--- config.mk ---
export PLATFORM = sky130hd
export DESIGN_NAME = ipv4_l4_header_port_filter
export DESIGN_NICKNAME = d
export VERILOG_FILES = /design/src/hw/rtl/ipl4pf_pkg.sv /design/src/hw/rtl/ipv4_l4_header_port_filter.sv /design/src/hw/rtl/ipl4pf_parser.sv /design/src/hw/rtl/ipl4pf_out_buf.sv
export SDC_FILE = /design/constraint.sdc
export NUM_CORES = 1
export LEC_CHECK = 0
export BUFFER_PORTS_ARGS = -buffer_cell sky130_fd_sc_hd__buf_2
export CORE_MARGIN = 4
export CORE_UTILIZATION = 64
export CTS_BUF_LIST = sky130_fd_sc_hd__clkbuf_4 sky130_fd_sc_hd__clkbuf_8
export DETAILED_ROUTE_END_ITERATION = 10
export PLACE_DENSITY = 0.87
export SLEW_MARGIN = 20
export SYNTH_ARGS = -nofsm -noshare
export SYNTH_HDL_FRONTEND = slang
export SYNTH_SLANG_ARGS = --single-unit
--- constraint.sdc ---
create_clock -name clk -period 34.8 [get_ports clk]
set_clock_uncertainty 0.05 [all_clocks]
set_input_delay 3.48 -clock clk [delete_from_list [all_inputs] [get_ports clk]]
set_output_delay 3.48 -clock clk [all_outputs]
set_load 0.01 [all_outputs]
--- src/hw/rtl/ipl4pf_pkg.sv ---
package ipl4pf_pkg;

  // Configuration port geometry and register indexes.
  localparam int CFG_INDEX_W = 8;
  localparam int CFG_DATA_W  = 16;

  localparam logic [CFG_INDEX_W-1:0] REG_FILTER_ENABLE = 8'd0;
  localparam logic [CFG_INDEX_W-1:0] REG_TARGET_PORT   = 8'd1;

  // Stream payload widths, padded to whole bytes.
  localparam int IN_TDATA_W  = 72;
  localparam int OUT_TDATA_W = 336;

  // Frame byte offsets of interest, counted from the Ethernet destination.
  localparam logic [6:0] OFF_ETYPE_HI   = 7'd12;
  localparam logic [6:0] OFF_ETYPE_LO   = 7'd13;
  localparam logic [6:0] OFF_VER_IHL    = 7'd14;
  localparam logic [6:0] OFF_TOS        = 7'd15;
  localparam logic [6:0] OFF_TLEN_HI    = 7'd16;
  localparam logic [6:0] OFF_TLEN_LO    = 7'd17;
  localparam logic [6:0] OFF_ID_HI      = 7'd18;
  localparam logic [6:0] OFF_ID_LO      = 7'd19;
  localparam logic [6:0] OFF_FRAG_HI    = 7'd20;
  localparam logic [6:0] OFF_FRAG_LO    = 7'd21;
  localparam logic [6:0] OFF_TTL        = 7'd22;
  localparam logic [6:0] OFF_PROTO      = 7'd23;
  localparam logic [6:0] OFF_ADDR_FIRST = 7'd26;
  localparam logic [6:0] OFF_ADDR_LAST  = 7'd33;
  localparam logic [6:0] ETH_HDR_BYTES  = 7'd14;
  localparam logic [6:0] OFFSET_MAX     = 7'd127;

  // Offsets inside the L4 header.
  localparam logic [6:0] REL_PORTS_END  = 7'd4;
  localparam logic [6:0] REL_SEQACK_END = 7'd12;
  localparam logic [6:0] REL_DOFF       = 7'd12;
  localparam logic [6:0] REL_FLAGS      = 7'd13;
  localparam logic [6:0] REL_WIN_HI     = 7'd14;
  localparam logic [6:0] REL_WIN_LO     = 7'd15;
  localparam logic [6:0] TCP_LAST_REL   = 7'd19;
  localparam logic [6:0] UDP_LAST_REL   = 7'd7;

  localparam logic [15:0] ETHERTYPE_IPV4 = 16'h0800;
  localparam logic [3:0]  IHL_MIN        = 4'd5;
  localparam logic [7:0]  PROTO_TCP      = 8'd6;
  localparam logic [7:0]  PROTO_UDP      = 8'd17;

  // Filter settings as seen by the parser.
  typedef struct packed {
    logic        filter_enable;
    logic [15:0] target_port;
  } cfg_t;

  // One metadata record.
  typedef struct packed {
    logic [31:0] src_ip;
    logic [31:0] dest_ip;
    logic [15:0] total_length;
    logic [7:0]  protocol;
    logic [15:0] ttl_tos;
    logic [5:0]  ip_header_bytes;
    logic [31:0] ip_id_frag;
    logic [31:0] port_pair;
    logic [63:0] tcp_seq_ack;
    logic [29:0] tcp_misc;
    logic        record_direction;
    logic [63:0] timestamp;
  } rec_t;

endpackage

--- src/hw/rtl/ipv4_l4_header_port_filter.sv ---
// Channel  Direction  Handshake            Payload
// in_      slave      in_tvalid/in_tready  tdata: data_byte, time_ns; tlast: frame_last;
//                                          tuser: direction
// out_     master     out_tvalid/out_tready tdata: record fields; tuser: record_direction
// cfg_     slave      cfg_valid/cfg_ready  cfg_index, cfg_data
//
// One byte is accepted per cycle while the skid entry is free; the frame parser
// updates its header state in the cycle the byte is taken, and a matching record
// is written to the output register, or to the skid entry while out_ is stalled.
// rst_n is synchronous: the byte counter, drop flag, buffer and filter settings clear.
// A stalled out_ side is absorbed by a one-record skid entry; in_tready drops only
// while that entry is occupied. cfg_ready is always high.
module ipv4_l4_header_port_filter (
  input  logic                                  clk,
  input  logic                                  rst_n,
  input  logic                                  in_tvalid,
  output logic                                  in_tready,
  // [7:0] data_byte, [71:8] time_ns
  input  logic [ipl4pf_pkg::IN_TDATA_W-1:0]     in_tdata,
  input  logic                                  in_tlast,
  // [0] direction
  input  logic                                  in_tuser,
  output logic                                  out_tvalid,
  input  logic                                  out_tready,
  // [31:0] src_ip, [63:32] dest_ip, [79:64] total_length, [87:80] protocol,
  // [103:88] ttl_tos, [109:104] ip_header_bytes, [141:110] ip_id_frag,
  // [173:142] port_pair, [237:174] tcp_seq_ack, [267:238] tcp_misc,
  // [331:268] timestamp, [335:332] zero
  output logic [ipl4pf_pkg::OUT_TDATA_W-1:0]    out_tdata,
  // [0] record_direction
  output logic                                  out_tuser,
  input  logic                                  cfg_valid,
  output logic                                  cfg_ready,
  input  logic [ipl4pf_pkg::CFG_INDEX_W-1:0]    cfg_index,
  input  logic [ipl4pf_pkg::CFG_DATA_W-1:0]     cfg_data
);
  import ipl4pf_pkg::*;

  logic        in_fire;
  logic        rec_valid;
  rec_t        rec;
  rec_t        out_rec;
  cfg_t        cfg_r, cfg_nxt;
  logic        can_accept;

  assign in_tready = can_accept;
  assign in_fire   = in_tvalid && in_tready;
  assign cfg_ready = 1'b1;

  // Filter register writes; unknown indexes are ignored.
  always_comb begin
    cfg_nxt = cfg_r;
    if (cfg_valid) begin
      unique case (cfg_index)
        REG_FILTER_ENABLE: cfg_nxt.filter_enable = cfg_data[0];
        REG_TARGET_PORT:   cfg_nxt.target_port   = cfg_data;
        default: ;
      endcase
    end
  end

  always_ff @(posedge clk) begin
    if (!rst_n) begin
      cfg_r <= '0;
    end else begin
      cfg_r <= cfg_nxt;
    end
  end

  ipl4pf_parser u_parser (
    .clk        (clk),
    .rst_n      (rst_n),
    .in_fire    (in_fire),
    .data_byte  (in_tdata[7:0]),
    .frame_last (in_tlast),
    .direction  (in_tuser),
    .time_ns    (in_tdata[71:8]),
    .cfg        (cfg_r),
    .rec_valid  (rec_valid),
    .rec        (rec)
  );

  ipl4pf_out_buf u_out_buf (
    .clk        (clk),
    .rst_n      (rst_n),
    .push       (in_fire && rec_valid),
    .push_rec   (rec),
    .can_accept (can_accept),
    .out_valid  (out_tvalid),
    .out_ready  (out_tready),
    .out_rec    (out_rec)
  );

  // Pack the record, first field in the lowest bits.
  assign out_tdata = {4'b0000, out_rec.timestamp, out_rec.tcp_misc, out_rec.tcp_seq_ack,
                      out_rec.port_pair, out_rec.ip_id_frag, out_rec.ip_header_bytes,
                      out_rec.ttl_tos, out_rec.protocol, out_rec.total_length,
                      out_rec.dest_ip, out_rec.src_ip};
  assign out_tuser = out_rec.record_direction;

endmodule

--- src/hw/rtl/ipl4pf_parser.sv ---
module ipl4pf_parser (
  input  logic               clk,
  input  logic               rst_n,
  input  logic               in_fire,
  input  logic [7:0]         data_byte,
  input  logic               frame_last,
  input  logic               direction,
  input  logic [63:0]        time_ns,
  input  ipl4pf_pkg::cfg_t   cfg,
  output logic               rec_valid,
  output ipl4pf_pkg::rec_t   rec
);
  import ipl4pf_pkg::*;

  logic [6:0]  byte_offset_r, byte_offset_nxt;
  logic        frame_dropped_r, frame_dropped_nxt;
  logic        frame_dir_r, frame_dir_nxt;
  logic [7:0]  etype_hi_r, etype_hi_nxt;
  logic [3:0]  ihl_r, ihl_nxt;
  logic [63:0] ip_addr_r, ip_addr_nxt;
  logic [63:0] ip_misc_r, ip_misc_nxt;
  logic [7:0]  proto_r, proto_nxt;
  logic [31:0] l4_ports_r, l4_ports_nxt;
  logic [63:0] l4_seq_ack_r, l4_seq_ack_nxt;
  logic [29:0] l4_misc_r, l4_misc_nxt;

  logic [6:0]  l4_start;
  logic [6:0]  rel;
  logic        is_tcp;
  logic        l4_active;
  logic        l4_done;
  logic        port_match;

  // Where the L4 header starts and how far into it the current byte lies.
  assign l4_start   = ETH_HDR_BYTES + {1'b0, ihl_r, 2'b00};
  assign rel        = byte_offset_r - l4_start;
  assign is_tcp     = (proto_r == PROTO_TCP);
  assign l4_active  = !frame_dropped_r && (ihl_r >= IHL_MIN) &&
                      (byte_offset_r >= l4_start) && (byte_offset_r > OFF_ADDR_LAST);
  assign l4_done    = l4_active && (rel == (is_tcp ? TCP_LAST_REL : UDP_LAST_REL));
  assign port_match = (l4_ports_r[31:16] == cfg.target_port) ||
                      (l4_ports_r[15:0] == cfg.target_port);

  // Every captured field is written once per frame before it can be reported,
  // so the capture registers are overwritten in place rather than cleared.
  always_comb begin
    byte_offset_nxt   = byte_offset_r;
    frame_dropped_nxt = frame_dropped_r;
    frame_dir_nxt     = frame_dir_r;
    etype_hi_nxt      = etype_hi_r;
    ihl_nxt           = ihl_r;
    ip_addr_nxt       = ip_addr_r;
    ip_misc_nxt       = ip_misc_r;
    proto_nxt         = proto_r;
    l4_ports_nxt      = l4_ports_r;
    l4_seq_ack_nxt    = l4_seq_ack_r;
    l4_misc_nxt       = l4_misc_r;

    if (byte_offset_r == 7'd0) begin
      frame_dir_nxt = direction;
    end

    if (!frame_dropped_r) begin
      case (byte_offset_r) inside
        OFF_ETYPE_HI: etype_hi_nxt = data_byte;
        OFF_ETYPE_LO: begin
          if ({etype_hi_r, data_byte} != ETHERTYPE_IPV4) begin
            frame_dropped_nxt = 1'b1;
          end
        end
        OFF_VER_IHL: begin
          ihl_nxt = data_byte[3:0];
          if (data_byte[3:0] < IHL_MIN) begin
            frame_dropped_nxt = 1'b1;
          end
        end
        OFF_TOS:     ip_misc_nxt[39:32] = data_byte;
        OFF_TLEN_HI: ip_misc_nxt[63:56] = data_byte;
        OFF_TLEN_LO: ip_misc_nxt[55:48] = data_byte;
        OFF_ID_HI:   ip_misc_nxt[31:24] = data_byte;
        OFF_ID_LO:   ip_misc_nxt[23:16] = data_byte;
        OFF_FRAG_HI: ip_misc_nxt[15:8]  = data_byte;
        OFF_FRAG_LO: ip_misc_nxt[7:0]   = data_byte;
        OFF_TTL:     ip_misc_nxt[47:40] = data_byte;
        OFF_PROTO: begin
          proto_nxt = data_byte;
          if ((data_byte != PROTO_TCP) && (data_byte != PROTO_UDP)) begin
            frame_dropped_nxt = 1'b1;
          end
        end
        [OFF_ADDR_FIRST:OFF_ADDR_LAST]: ip_addr_nxt = {ip_addr_r[55:0], data_byte};
        default: begin
          if (l4_active) begin
            if (rel < REL_PORTS_END) begin
              l4_ports_nxt = {l4_ports_r[23:0], data_byte};
            end else if (is_tcp) begin
              if (rel < REL_SEQACK_END) begin
                l4_seq_ack_nxt = {l4_seq_ack_r[55:0], data_byte};
              end else if (rel == REL_DOFF) begin
                l4_misc_nxt[23:16] = {2'b00, data_byte[7:4], 2'b00};
              end else if (rel == REL_FLAGS) begin
                l4_misc_nxt[29:24] = data_byte[5:0];
              end else if (rel == REL_WIN_HI) begin
                l4_misc_nxt[15:8] = data_byte;
              end else if (rel == REL_WIN_LO) begin
                l4_misc_nxt[7:0] = data_byte;
              end
            end
            // One record point per frame.
            if (l4_done) begin
              frame_dropped_nxt = 1'b1;
            end
          end
        end
      endcase
    end

    // Byte counter saturates; the final byte restarts the frame.
    if (byte_offset_r != OFFSET_MAX) begin
      byte_offset_nxt = byte_offset_r + 7'd1;
    end
    if (frame_last) begin
      byte_offset_nxt   = 7'd0;
      frame_dropped_nxt = 1'b0;
    end
  end

  // Record fields come from the captured header and the current byte's time.
  always_comb begin
    rec_valid            = l4_done && cfg.filter_enable && port_match;
    rec.src_ip           = ip_addr_r[63:32];
    rec.dest_ip          = ip_addr_r[31:0];
    rec.total_length     = ip_misc_r[63:48];
    rec.protocol         = proto_r;
    rec.ttl_tos          = ip_misc_r[47:32];
    rec.ip_header_bytes  = {ihl_r, 2'b00};
    rec.ip_id_frag       = ip_misc_r[31:0];
    rec.port_pair        = l4_ports_r;
    rec.tcp_seq_ack      = is_tcp ? l4_seq_ack_r : 64'd0;
    rec.tcp_misc         = is_tcp ? l4_misc_r : 30'd0;
    rec.record_direction = frame_dir_r;
    rec.timestamp        = time_ns;
  end

  // Frame tracking state.
  always_ff @(posedge clk) begin
    if (!rst_n) begin
      byte_offset_r   <= 7'd0;
      frame_dropped_r <= 1'b0;
    end else if (in_fire) begin
      byte_offset_r   <= byte_offset_nxt;
      frame_dropped_r <= frame_dropped_nxt;
    end
  end

  // Header capture registers.
  always_ff @(posedge clk) begin
    if (in_fire) begin
      frame_dir_r  <= frame_dir_nxt;
      etype_hi_r   <= etype_hi_nxt;
      ihl_r        <= ihl_nxt;
      ip_addr_r    <= ip_addr_nxt;
      ip_misc_r    <= ip_misc_nxt;
      proto_r      <= proto_nxt;
      l4_ports_r   <= l4_ports_nxt;
      l4_seq_ack_r <= l4_seq_ack_nxt;
      l4_misc_r    <= l4_misc_nxt;
    end
  end

`ifndef NO_ASSERTIONS
  // A reported frame reports nothing more until it ends.
  a_single_record: assert property (@(posedge clk) disable iff (!rst_n)
    (in_fire && rec_valid) |=> (frame_dropped_r || (byte_offset_r == 7'd0)))
    else $error("record point reached without closing the frame");

  // The record point lies past the shortest IPv4 header.
  a_record_offset: assert property (@(posedge clk) disable iff (!rst_n)
    rec_valid |-> (byte_offset_r > OFF_ADDR_LAST))
    else $error("record raised inside the IPv4 header");

  // A record is only raised for TCP or UDP.
  a_record_proto: assert property (@(posedge clk) disable iff (!rst_n)
    rec_valid |-> ((proto_r == PROTO_TCP) || (proto_r == PROTO_UDP)))
    else $error("record raised for an unsupported protocol");
`endif

endmodule

--- src/hw/rtl/ipl4pf_out_buf.sv ---
module ipl4pf_out_buf (
  input  logic              clk,
  input  logic              rst_n,
  input  logic              push,
  input  ipl4pf_pkg::rec_t  push_rec,
  output logic              can_accept,
  output logic              out_valid,
  input  logic              out_ready,
  output ipl4pf_pkg::rec_t  out_rec
);
  import ipl4pf_pkg::*;

  logic out_valid_r, out_valid_nxt;
  logic skid_valid_r, skid_valid_nxt;
  rec_t main_r, main_nxt;
  rec_t skid_r, skid_nxt;
  logic pop;
  logic [1:0] occ;

  assign pop        = out_valid_r && out_ready;
  assign can_accept = !skid_valid_r;
  assign out_valid  = out_valid_r;
  assign out_rec    = main_r;
  assign occ        = {1'b0, out_valid_r} + {1'b0, skid_valid_r};

  // Two-entry buffer: the output register plus a skid entry that catches one
  // record while the output is stalled.
  always_comb begin
    out_valid_nxt  = out_valid_r;
    skid_valid_nxt = skid_valid_r;
    main_nxt       = main_r;
    skid_nxt       = skid_r;
    if (skid_valid_r) begin
      if (pop) begin
        main_nxt       = skid_r;
        skid_valid_nxt = 1'b0;
      end
    end else if (push) begin
      if (!out_valid_r || pop) begin
        main_nxt      = push_rec;
        out_valid_nxt = 1'b1;
      end else begin
        skid_nxt       = push_rec;
        skid_valid_nxt = 1'b1;
      end
    end else if (pop) begin
      out_valid_nxt = 1'b0;
    end
  end

  always_ff @(posedge clk) begin
    if (!rst_n) begin
      out_valid_r  <= 1'b0;
      skid_valid_r <= 1'b0;
    end else begin
      out_valid_r  <= out_valid_nxt;
      skid_valid_r <= skid_valid_nxt;
    end
  end

  always_ff @(posedge clk) begin
    main_r <= main_nxt;
    skid_r <= skid_nxt;
  end

`ifndef NO_ASSERTIONS
  // The skid entry is only used behind a full output register.
  a_skid_order: assert property (@(posedge clk) disable iff (!rst_n)
    skid_valid_r |-> out_valid_r)
    else $error("skid entry holds a record while the output is empty");

  // No record arrives while the buffer is full.
  a_no_overflow: assert property (@(posedge clk) disable iff (!rst_n)
    !(push && skid_valid_r))
    else $error("record pushed into a full buffer");

  // Occupancy follows pushes and pops exactly.
  a_occupancy: assert property (@(posedge clk) disable iff (!rst_n)
    $past(rst_n) |-> (occ == ($past(occ) + {1'b0, $past(push)} - {1'b0, $past(pop)})))
    else $error("record lost or duplicated in the output buffer");
`endif

endmodule
### Yosys cells after proc, flatten, opt, wreduce, memory -nomap -nowiden

Cells that the tools add are included.

* add/sub/neg operators: 3
* multiply operators: 0
* div/mod/pow operators: 0
* $lt $le $gt $ge: 8
* equality and inequality tests: 27
* shifts and indexed selects: 0
* muxes and demuxes: 36
* bitwise operators: 21
* reductions and logical operators: 47

Operators by type and width (count)
* 2-to-1 mux 333 bit: 4
* 2-to-1 mux 64 bit: 1
* equality test 7 x 4 -> 1 bit (second input constant): 8
* equality test 7 x 5 -> 1 bit (second input constant): 8
* equality test 16 bit: 2
* 2-to-1 mux 30 bit: 1
* 2-to-1 mux 1 bit: 27
* AND reduction 23 bit: 1
* AND reduction 22 bit: 1
* NOT 1 bit: 21
* AND reduction 21 bit: 1
* AND reduction 20 bit: 1
* AND reduction 19 bit: 1
* AND reduction 17 bit: 1
* inequality test 16 x 12 -> 1 bit (second input constant): 1
* AND reduction 15 bit: 1
* 2-to-1 mux 7 bit: 2
* AND reduction 14 bit: 1
* AND reduction 13 bit: 1
* AND reduction 12 bit: 1
* AND reduction 3 bit: 4
* logical AND 1 bit: 11
* AND reduction 11 bit: 1
* AND reduction 10 bit: 1
* other kinds (30): 40

* flip-flop bits (word level): 962
* latch bits: 0
* memory bits (writable): 0
* memory bits (read-only): 0
* input port bits: 103
* memories kept: 0

### Longest topological paths before layout

* word-level depth: 22
* mapped depth: 10
* mapped depth without buffers: 10

### Hierarchy

From an unflattened synthesis, not the netlist that was laid out.

* cells, all modules: 1809
* area, all modules: 37470.9 sq um

By module, submodules not included
* ipl4pf_out_buf: instances 1, cells each 1051, area an instance 25699.6 sq um, sequential area each 20039.2 sq um
* ipl4pf_parser: instances 1, cells each 673, area an instance 10999.3 sq um, sequential area each 8298.0 sq um
* ipv4_l4_header_port_filter: instances 1, cells each 85, area an instance 772.0 sq um, sequential area each 340.3 sq um

### Worst setup path before layout

OpenSTA, ideal clock, no wires.

* path kind: input-to-reg
* start: in in_tvalid
* end: reg u_out_buf.skid_r[0] in the netlist's numbering, enable pin
* library setup time: 957 ps
* arrival time: 16583 ps
* slack: 17210 ps
* cell stages on the path: 4
* path buffers: 0
* cell sequence: nor2b_1 nand2_1 or4_4 nor3b_2

* longest elaborated chain between the ends: 3

Ends and longest elaborated chain
* start: declaration: line ipv4_l4_header_port_filter.sv:16 `input logic in_tvalid,`
* logical AND 1 bit: line ipv4_l4_header_port_filter.sv:47 `assign in_fire = in_tvalid && in_tready;`
* logical AND 1 bit: line ipv4_l4_header_port_filter.sv:86 `.push (in_fire && rec_valid),`
* AND reduction 3 bit (no source line)
* end signal: assignment: line ipl4pf_out_buf.sv:63 `skid_r <= skid_nxt;`
* end: declaration: line ipl4pf_out_buf.sv:16 `rec_t skid_r, skid_nxt;`

No other way between the ends.
A chain may end at the register's enable or synchronous reset.

### Worst setup path after layout

* start: in in_tvalid
* end: reg u_out_buf.main_r (netlist bit u_out_buf.out_rec[79]), enable pin

* longest elaborated chain between the ends: 4

Ends and longest elaborated chain
* logical AND 1 bit: line ipv4_l4_header_port_filter.sv:47
* logical AND 1 bit: line ipv4_l4_header_port_filter.sv:86
* nonzero test 2 bit (no source line)
* AND reduction 3 bit (no source line)
* end signal: assignment: line ipl4pf_out_buf.sv:62 `main_r <= main_nxt;`
* end: declaration: line ipl4pf_out_buf.sv:15 `rec_t main_r, main_nxt;`

No other way between the ends.

==> flow_summary.json <==
{
  "status": "finished, final reports clean",
  "grt_usage_pct": 25.3,
  "fmax_mhz": 151,
  "drc": 0,
  "synth_area_per_cell_um2": 20.4,
  "placed_area_um2": 37700,
  "clkSinkCount": 952,
  "reg2regPathDepth": 12,
  "path_class": "input pin to flip-flop",
  "fill_cells": 2802,
  "die_y_um": 241,
  "dp_slack_ns": 27.39,
  "fp-row-count": 85,
  "area_growth_pct": 16.5,
  "timing.setup.tns_ns": 0,
  "grt_pass1_vias": 18160,
  "numCtsBuffers": 144,
  "finalCriticalPeriod_ns": 6.61,
  "ys_ff_latch": 952,
  "synth_area_um2": 34700,
  "cp-start-kind": "input pin",
  "die-area_um2": 58100,
  "start_util_pct": 64.5,
  "p_leak_uw": 0.0143,
  "num_io_pins": 443,
  "h-tree-depth": 4,
  "power_density_nw_per_um2": 53.0,
  "grt.overflow.total": 0,
  "ys_seq_area_share_pct": 81.5,
  "firstDrtPassIters": 5,
  "holdBufCountCts": 0,
  "root_buffer": "clkbuf_8",
  "hold_ws_ns": 0.372,
  "core-area_um2": 53800,
  "routed_via_density": 5.74,
  "min_period_over_period_pct": 19.0,
  "maxCapViolCount": 0,
  "ant_nets": 0,
  "crit_path_frequent_cell": "buf_4",
  "grt_pass1_wl_um": 109000,
  "vias": 17512,
  "vdd_drop_max_v": 0.0000442,
  "cp_slowest_stage_delay_ns": 0.95,
  "power.switching_uw": 427,
  "final_hold_viol_count": 0,
  "fp.dieW_um": 241,
  "path_cells": "buf_2 -> nor2b_1 -> nand2_1 -> or4_4 -> a22oi_2 -> buf_4 -> buf_4",
  "r2r_setup_slack_ns": 28.88,
  "p_int_uw": 1720,
  "seqCellArea_um2": 28300,
  "routedWlPerCell_um": 24.2,
  "yosys_warnings": 0,
  "holdCritPathClass": "flip-flop to flip-flop",
  "finalNetCount": 2358,
  "power.total_uw": 2150,
  "gp_congestion": 0.883,
  "clk_latency_ns": 0.79,
  "drt-initial-drc-count": 1433,
  "grt_max_degree": 156,
  "cts.clk_slew.worst_paths_ns": 0.06,
  "grt_antenna_before_repair": 7,
  "worstMarginPinSlew_ns": 1.13,
  "r2r_start": "u_parser.ihl_r[0]",
  "synth_enable_flop_cells": 925,
  "drv_slew": 0,
  "cp_data_required_time_ns": 35.13,
  "setup_violations": 0,
  "netSwitchingFraction_pct": 19.9,
  "ys_types": 60,
  "tritoncts": "yes",
  "synthFlopType": "edfxtp_1",
  "seqPwrFrac_pct": 57.9,
  "power_frac_comb_pct": 1.0,
  "async_flop_share_pct": 0,
  "final_area_um2": 40500,
  "max_slew_margin_pct": 24.3,
  "multi_input_area_um2": 6150,
  "min_delay_path_depth": 0,
  "wirelength_um": 73700,
  "r2r_end": "u_out_buf.out_rec[79]",
  "post_cts_buffers": 0,
  "critPathArrivalTime_ns": 6.94,
  "startpoint": "in_tvalid",
  "fin_ws_ns": 28.19,
  "cts_buffer_depth": 3,
  "drive_gt1_share_pct": 43.5,
  "portBuffers": 431,
  "cts.repair.resized": 0,
  "p_clk_share_pct": 41.1,
  "slowest_stage": "buf_4",
  "crit_end": "u_out_buf.out_rec[79]",
  "rsz0062_at_grt": "no",
  "synth_cells": 1705,
  "crit_fanout": 82,
  "hpwl_um": 45000,
  "critPathCaptureType": "flip-flop"
}
worst min path at each step:
stage / start / to / slack [ns]
after global placement: u_parser.l4_seq_ack_r[42] / u_parser.l4_seq_ack_r[50] / 0.37
final: u_parser.l4_seq_ack_r[41] / u_parser.l4_seq_ack_r[49] / 0.37
after floorplan: u_parser.l4_seq_ack_r[2] / u_parser.l4_seq_ack_r[10] / 0.37
after detailed placement: u_parser.l4_seq_ack_r[11] / u_parser.l4_seq_ack_r[19] / 0.38
after global routing: u_parser.l4_seq_ack_r[52] / u_parser.l4_seq_ack_r[60] / 0.38
after CTS: u_parser.l4_seq_ack_r[52] / u_parser.l4_seq_ack_r[60] / 0.36
sequential cells by signal (all words and copies together) (netlist names), 17 cells and up:
signal	count
u_parser.ip_misc_r	64
u_parser.ip_addr_r	64
u_out_buf.skid_r	327
u_parser.l4_misc_r	26
u_parser.l4_ports_r	32
u_out_buf.out_rec	327
u_parser.l4_seq_ack_r	64
cfg_r	17
power by group through the flow:
stage / Clock, uW / Combinational [uW] / Sequential [uW]
2_1_floorplan: 0 / 7.72 / 1270
3_3_place_gp: 0 / 19.6 / 1270
3_5_place_dp: 0 / 20.7 / 1270
4_1_cts: 901 / 20.8 / 1240
5_1_grt: 961 / 22.3 / 1240
6_report: 882 / 20.9 / 1240
per-stage QoR:
step / util, % / instances
finish: 75.2 / 3049
CTS: 75.2 / 3043
global route: 75.2 / 3049
detailed placement: 70.1 / 2792
global placement: 70.0 / 2792
floorplan: - / 1714
worst max-delay path, delay by kind of cell:
kind	cells	cell delay, ns
AOI/OAI and AO/OA	1	0.52
buffers and inverters	3	1.93
and+or+nand+nor	3	0.85
metal layers:
metal	global-route usage [%]	up-vias	part of all wire, %
met3	7.90	131	8.6
met2	41.0	804	50
met5	0	-	0.018
li1	-	7728	-
met1	32.8	8847	39
met4	9.34	2	2.8
cells in the mapped netlist, types with 4 or more instances:
cell	n	area [um2]
nor3_1	5	25.0
inv_1	13	48.8
a21oi_1	12	60.1
and3_1	7	43.8
dfxtp_1	27	541
mux2_2	325	3660
and2_1	94	588
clkbuf_1	53	199
nor2_1	28	105
nor4_1	10	62.6
xor2_1	6	52.6
buf_4	11	82.6
nor4b_1	4	35.0
nand2_1	18	67.6
nand4_1	9	56.3
o21ai_0	12	60.1
nor2b_1	19	119
edfxtp_1	925	27800
ha_1	12	150
nand3_1	7	35.0
xnor2_1	33	289
mux2i_1	19	190
placed cells by master (no fill, tap or decap), types with 4 or more instances in the layout:
cell / instances
a21oi_1: 12
and2_1: 94
and3_1: 7
buf_2: 431
buf_4: 16
bufinv_16: 4
clkbuf_4: 44
clkbuf_8: 146
clkinv_1: 29
clkinv_2: 17
clkinvlp_4: 6
conb_1: 11
dfxtp_1: 26
diode_2: 6
edfxtp_1: 925
ha_1: 12
inv_1: 12
inv_6: 5
mux2_2: 325
mux2i_1: 19
nand2_1: 18
nand3_1: 7
nand4_1: 9
nor2_1: 27
nor2b_1: 19
nor3_1: 4
nor4_1: 9
o21ai_0: 12
xnor2_1: 33
xor2_1: 6
area by class of cell:
cell class,count,area share (%)
tap,696,2.15
sequential,952,70.0
antenna,6,0.0371
multi-input combinational,681,15.2
clock inverter,61,1.01
inverter,13,0.124
clock buffer,190,5.78
timing repair buffer,450,5.73
kinds of logic (layout without fill, tap and decap cells):
| group | Yosys count | in the layout | synth area share, % |
|---|---|---|---|
| buffers and inverters | 81 | 714 | 1.01 |
| flip-flops | 952 | 952 | 81.5 |
| AND/OR/NAND/NOR | 223 | 223 | 3.83 |
| adder cells (fa/ha/maj) | 13 | 13 | 0.490 |
| AO/OA/AOI/OAI | 51 | 51 | 1.04 |
| XOR/XNOR | 39 | 39 | 0.984 |
| other | 2 | 17 | 0.0216 |
| multiplexers | 344 | 344 | 11.1 |
Note: power is estimated with default switching activity, not from simulation.
